===== src/sv/soa_ram.sv =====
// ---------------------------------------------------------------------------
// soa_ram
// Generic single-port-write, single-read RAM with registered read data.
// ---------------------------------------------------------------------------
module soa_ram #(
    parameter int Width = 8,
    parameter int Depth = 16
) (
    input  logic                     i_clk,
    input  logic                     i_we,
    input  logic [$clog2(Depth)-1:0] i_waddr,
    input  logic [Width-1:0]         i_wdata,
    input  logic [$clog2(Depth)-1:0] i_raddr,
    output logic [Width-1:0]         o_rdata
);
    logic [Width-1:0] r_mem [Depth];
    logic [Width-1:0] r_rdata;

    always_ff @(posedge i_clk) begin
        if (i_we) begin
            r_mem[i_waddr] <= i_wdata;
        end
        r_rdata <= r_mem[i_raddr];
    end

    assign o_rdata = r_rdata;
endmodule


===== config.mk =====
export PLATFORM = sky130hd
export DESIGN_NAME = soa_ram
export DESIGN_NICKNAME = d
export VERILOG_FILES = /design/src/sv/soa_ram.sv
export SDC_FILE = /design/constraint.sdc
export NUM_CORES = 1
export LEC_CHECK = 0
export ABC_CLOCK_PERIOD_IN_PS = 1800
export CAP_MARGIN = 15
export CORE_UTILIZATION = 59
export CTS_BUF_LIST = sky130_fd_sc_hd__clkbuf_4 sky130_fd_sc_hd__clkbuf_8
export CTS_CLUSTER_DIAMETER = 30
export CTS_CLUSTER_SIZE = 25
export DETAILED_ROUTE_END_ITERATION = 8
export DONT_BUFFER_PORTS = 1
export PLACE_DENSITY = 0.88
export SETUP_SLACK_MARGIN = 0.15
export SLEW_MARGIN = 10
export SYNTH_ARGS = -nofsm -noshare
export SYNTH_HDL_FRONTEND = slang
export SYNTH_SLANG_ARGS = --single-unit

===== constraint.sdc =====
create_clock -name i_clk -period 1.8 [get_ports i_clk]
set_clock_uncertainty 0.15 [all_clocks]
set_input_delay 0.36 -clock i_clk [delete_from_list [all_inputs] [get_ports i_clk]]
set_output_delay 0.36 -clock i_clk [all_outputs]
set_load 0.01 [all_outputs]

==> results.cfg <==
[run_status]
status = finished, final reports clean

[finish]
instances_no_fill = 382
diodes = 0
syn_to_final_growth_pct = 14.3
final_cell_area_mm2 = 0.00588
layout.nets = 282
layout-drive-gt1-share_pct = 25.6
fin_util_pct = 70.6

[worst_hold_path]
hold_class = input pin to register
hold_start = i_raddr[1]

[global_routing]
grt_pass1_vias = 2501
grt.total_usage_pct = 25.4
grt_overflow = 0
grt_pass1_wl_um = 14800
grt_max_degree = 33
antenna_found_initial = 0

[placement]
place_inst = 342
postPlaceCellArea_mm2 = 0.00534
dpl.hpwl_um = 6000
portBuffers = 0
place_congestion = 0.822

[detailed_routing]
detail_route.first_pass.iterations = 5
ant_nets = 0
via_per_inst = 6.49
drt_iter0_drc = 350
avgRoutedWirePerCell_um = 26.8
drc = 0
routed_wl_um = 10200
vias = 2478

[cts]
cts-resized-gates = 0
cts_made_buffers = 17
cts-root-buf = clkbuf_8
cts_tree = yes
cts_max_level = 4
clk_pin_slew_ps = 80
cts_buffer_depth = 2
clock-sinks = 136
clk_latency_ps = 440

[power]
p_leak_nw = 1.95
design_power_total_mw = 6.69
powerDensity_mw_per_mm2 = 1140
peakVddDrop_uv = 849

[critical_path]
endpoint_kind = register
critical_path_class = register to register
path_buf_inv = 0
worstPathArrival_ps = 1800
r2r_start = r_mem[9][5]
crit_slowest_cell = mux4_1
worstPathCellList = mux4_1, a22oi_1, nand2_1
start_kind = register
max_stage_delay_ps = 550
cp_top_family = multiplexers
cp.required_ps = 1960
crit_path_start = r_mem[9][5]
crit_path_max_fanout = 1

[yosys]
yosysSeqAreaShare_pct = 77.8
synth_common_cells = edfxtp_1, mux4_2, a22oi_1
async_flop_share_pct = 0
syn_nets = 247
synth_edf_count = 128
synthFlopType = edfxtp_1
synthTopCellsByArea = edfxtp_1, mux4_2, mux4_1
ys_types = 19
syn_area_mm2 = 0.00515
syn_area_per_cell_um2 = 22.5
ys.warnings.count = 0
synth-seq-cells = 136
yosysMostFrequentCell = edfxtp_1
synthCells = 229
synth_top_area_share_pct = 74.7
yosys.area.top_type = edfxtp_1

[timing]
rsz0062_at_grt = no
slew-limit-headroom_pct = 56.3
final.setup.tns_ps = 0
report.final.slew_viol_count = 0
period_needed_ps = 1630
finalHoldViolations = 0
tightest_slew_ps = 654
fmax_mhz = 613
fin_crit_sh_pct = 90.7
setup_violations = 0

[die]
die_w_um = 95.4
row_count = 33
io_pins = 26
fp.dieH_um = 95.4
fp.dieArea_mm2 = 0.00910
start_util_pct = 61.7
core_mm2 = 0.00834

[flow_run]
cap_viol_max_count = 0
layout make-up:
cell class / count / area, µm²
multi-input cells: 83 / 1070
clock buffers: 18 / 241
repair buffers: 26 / 215
clock inverters: 14 / 220
well taps: 105 / 131
flip-flops and latches: 136 / 4000
fillers: 476 / 2460
worst register-to-register path, cell delays in order, from the launching register on:
cell      delay, ps
edfxtp_1        410
mux4_1          550
a22oi_1         300
nand2_1         100
timing repair:
item / 4_1_cts / 5_1_grt
setup buffers: 0 / 0
hold buffers: 8 / 0
endpoints found under the hold margin: 128 / 0
state kept, by name, indices dropped and copies added (netlist names):
name and cells:
r_mem 128, o_rdata 8
metrics by stage:
stage / worst slack [ps] / hold WS (ps)
finish: 168 / 64.7
global route: 158 / 58.9
CTS: 178 / 53.4
detailed placement: 190 / 310
global placement: 192 / 310
floorplan: 23.9 / 309
report_power, final:
| part | switching, mW | total, mW | internal, mW |
|---|---|---|---|
| combinational | 0.133 | 0.255 | 0.122 |
| clock | 1.19 | 2.86 | 1.68 |
| sequential | 0.0387 | 3.58 | 3.54 |
| total | 1.36 | 6.69 | 5.34 |
routing by layer:
layer  vias up  routed length, µm  GRT usage, %
met4         0                267          13.3
met5         -                  0             0
met2       196               5160          39.8
met1      1220               3810          33.3
li1       1042                  -             -
met3        20                994          6.30
layout by cell type, fill, tap and decap left out, types with 2 or more instances in the layout:
cell type        n
clkbuf_8        17
edfxtp_1       128
dfxtp_1          8
clkinv_4         2
nand2_1          9
a22oi_1         16
dlygate4sd3_1    8
nor2_1          13
nand3b_1         2
nor3_2           3
mux4_1          14
mux4_2          18
buf_4           18
nand2b_1         2
inv_6            3
clkinvlp_4       3
bufinv_16        5
logic make-up (layout without fill, tap and decap cells):
family / count (synthesis) / count (layout) / share of synthesized area (%)
flops: 136 / 136 / 77.8
buf+inv: 10 / 58 / 1.68
mux: 32 / 32 / 15.0
compound gates: 16 / 16 / 2.33
simple gates: 35 / 35 / 3.18
path summary, 6_finish.rpt:
check / end / slack, ps / cells past startpoint
setup / recovery: o_rdata[5] / 170 / 3
hold reg to reg: o_rdata[4] / 540 / 3
hold / removal: o_rdata[1] / 60 / 3
setup reg to reg: o_rdata[5] / 170 / 3
Note: power is estimated with default switching activity, not from simulation.
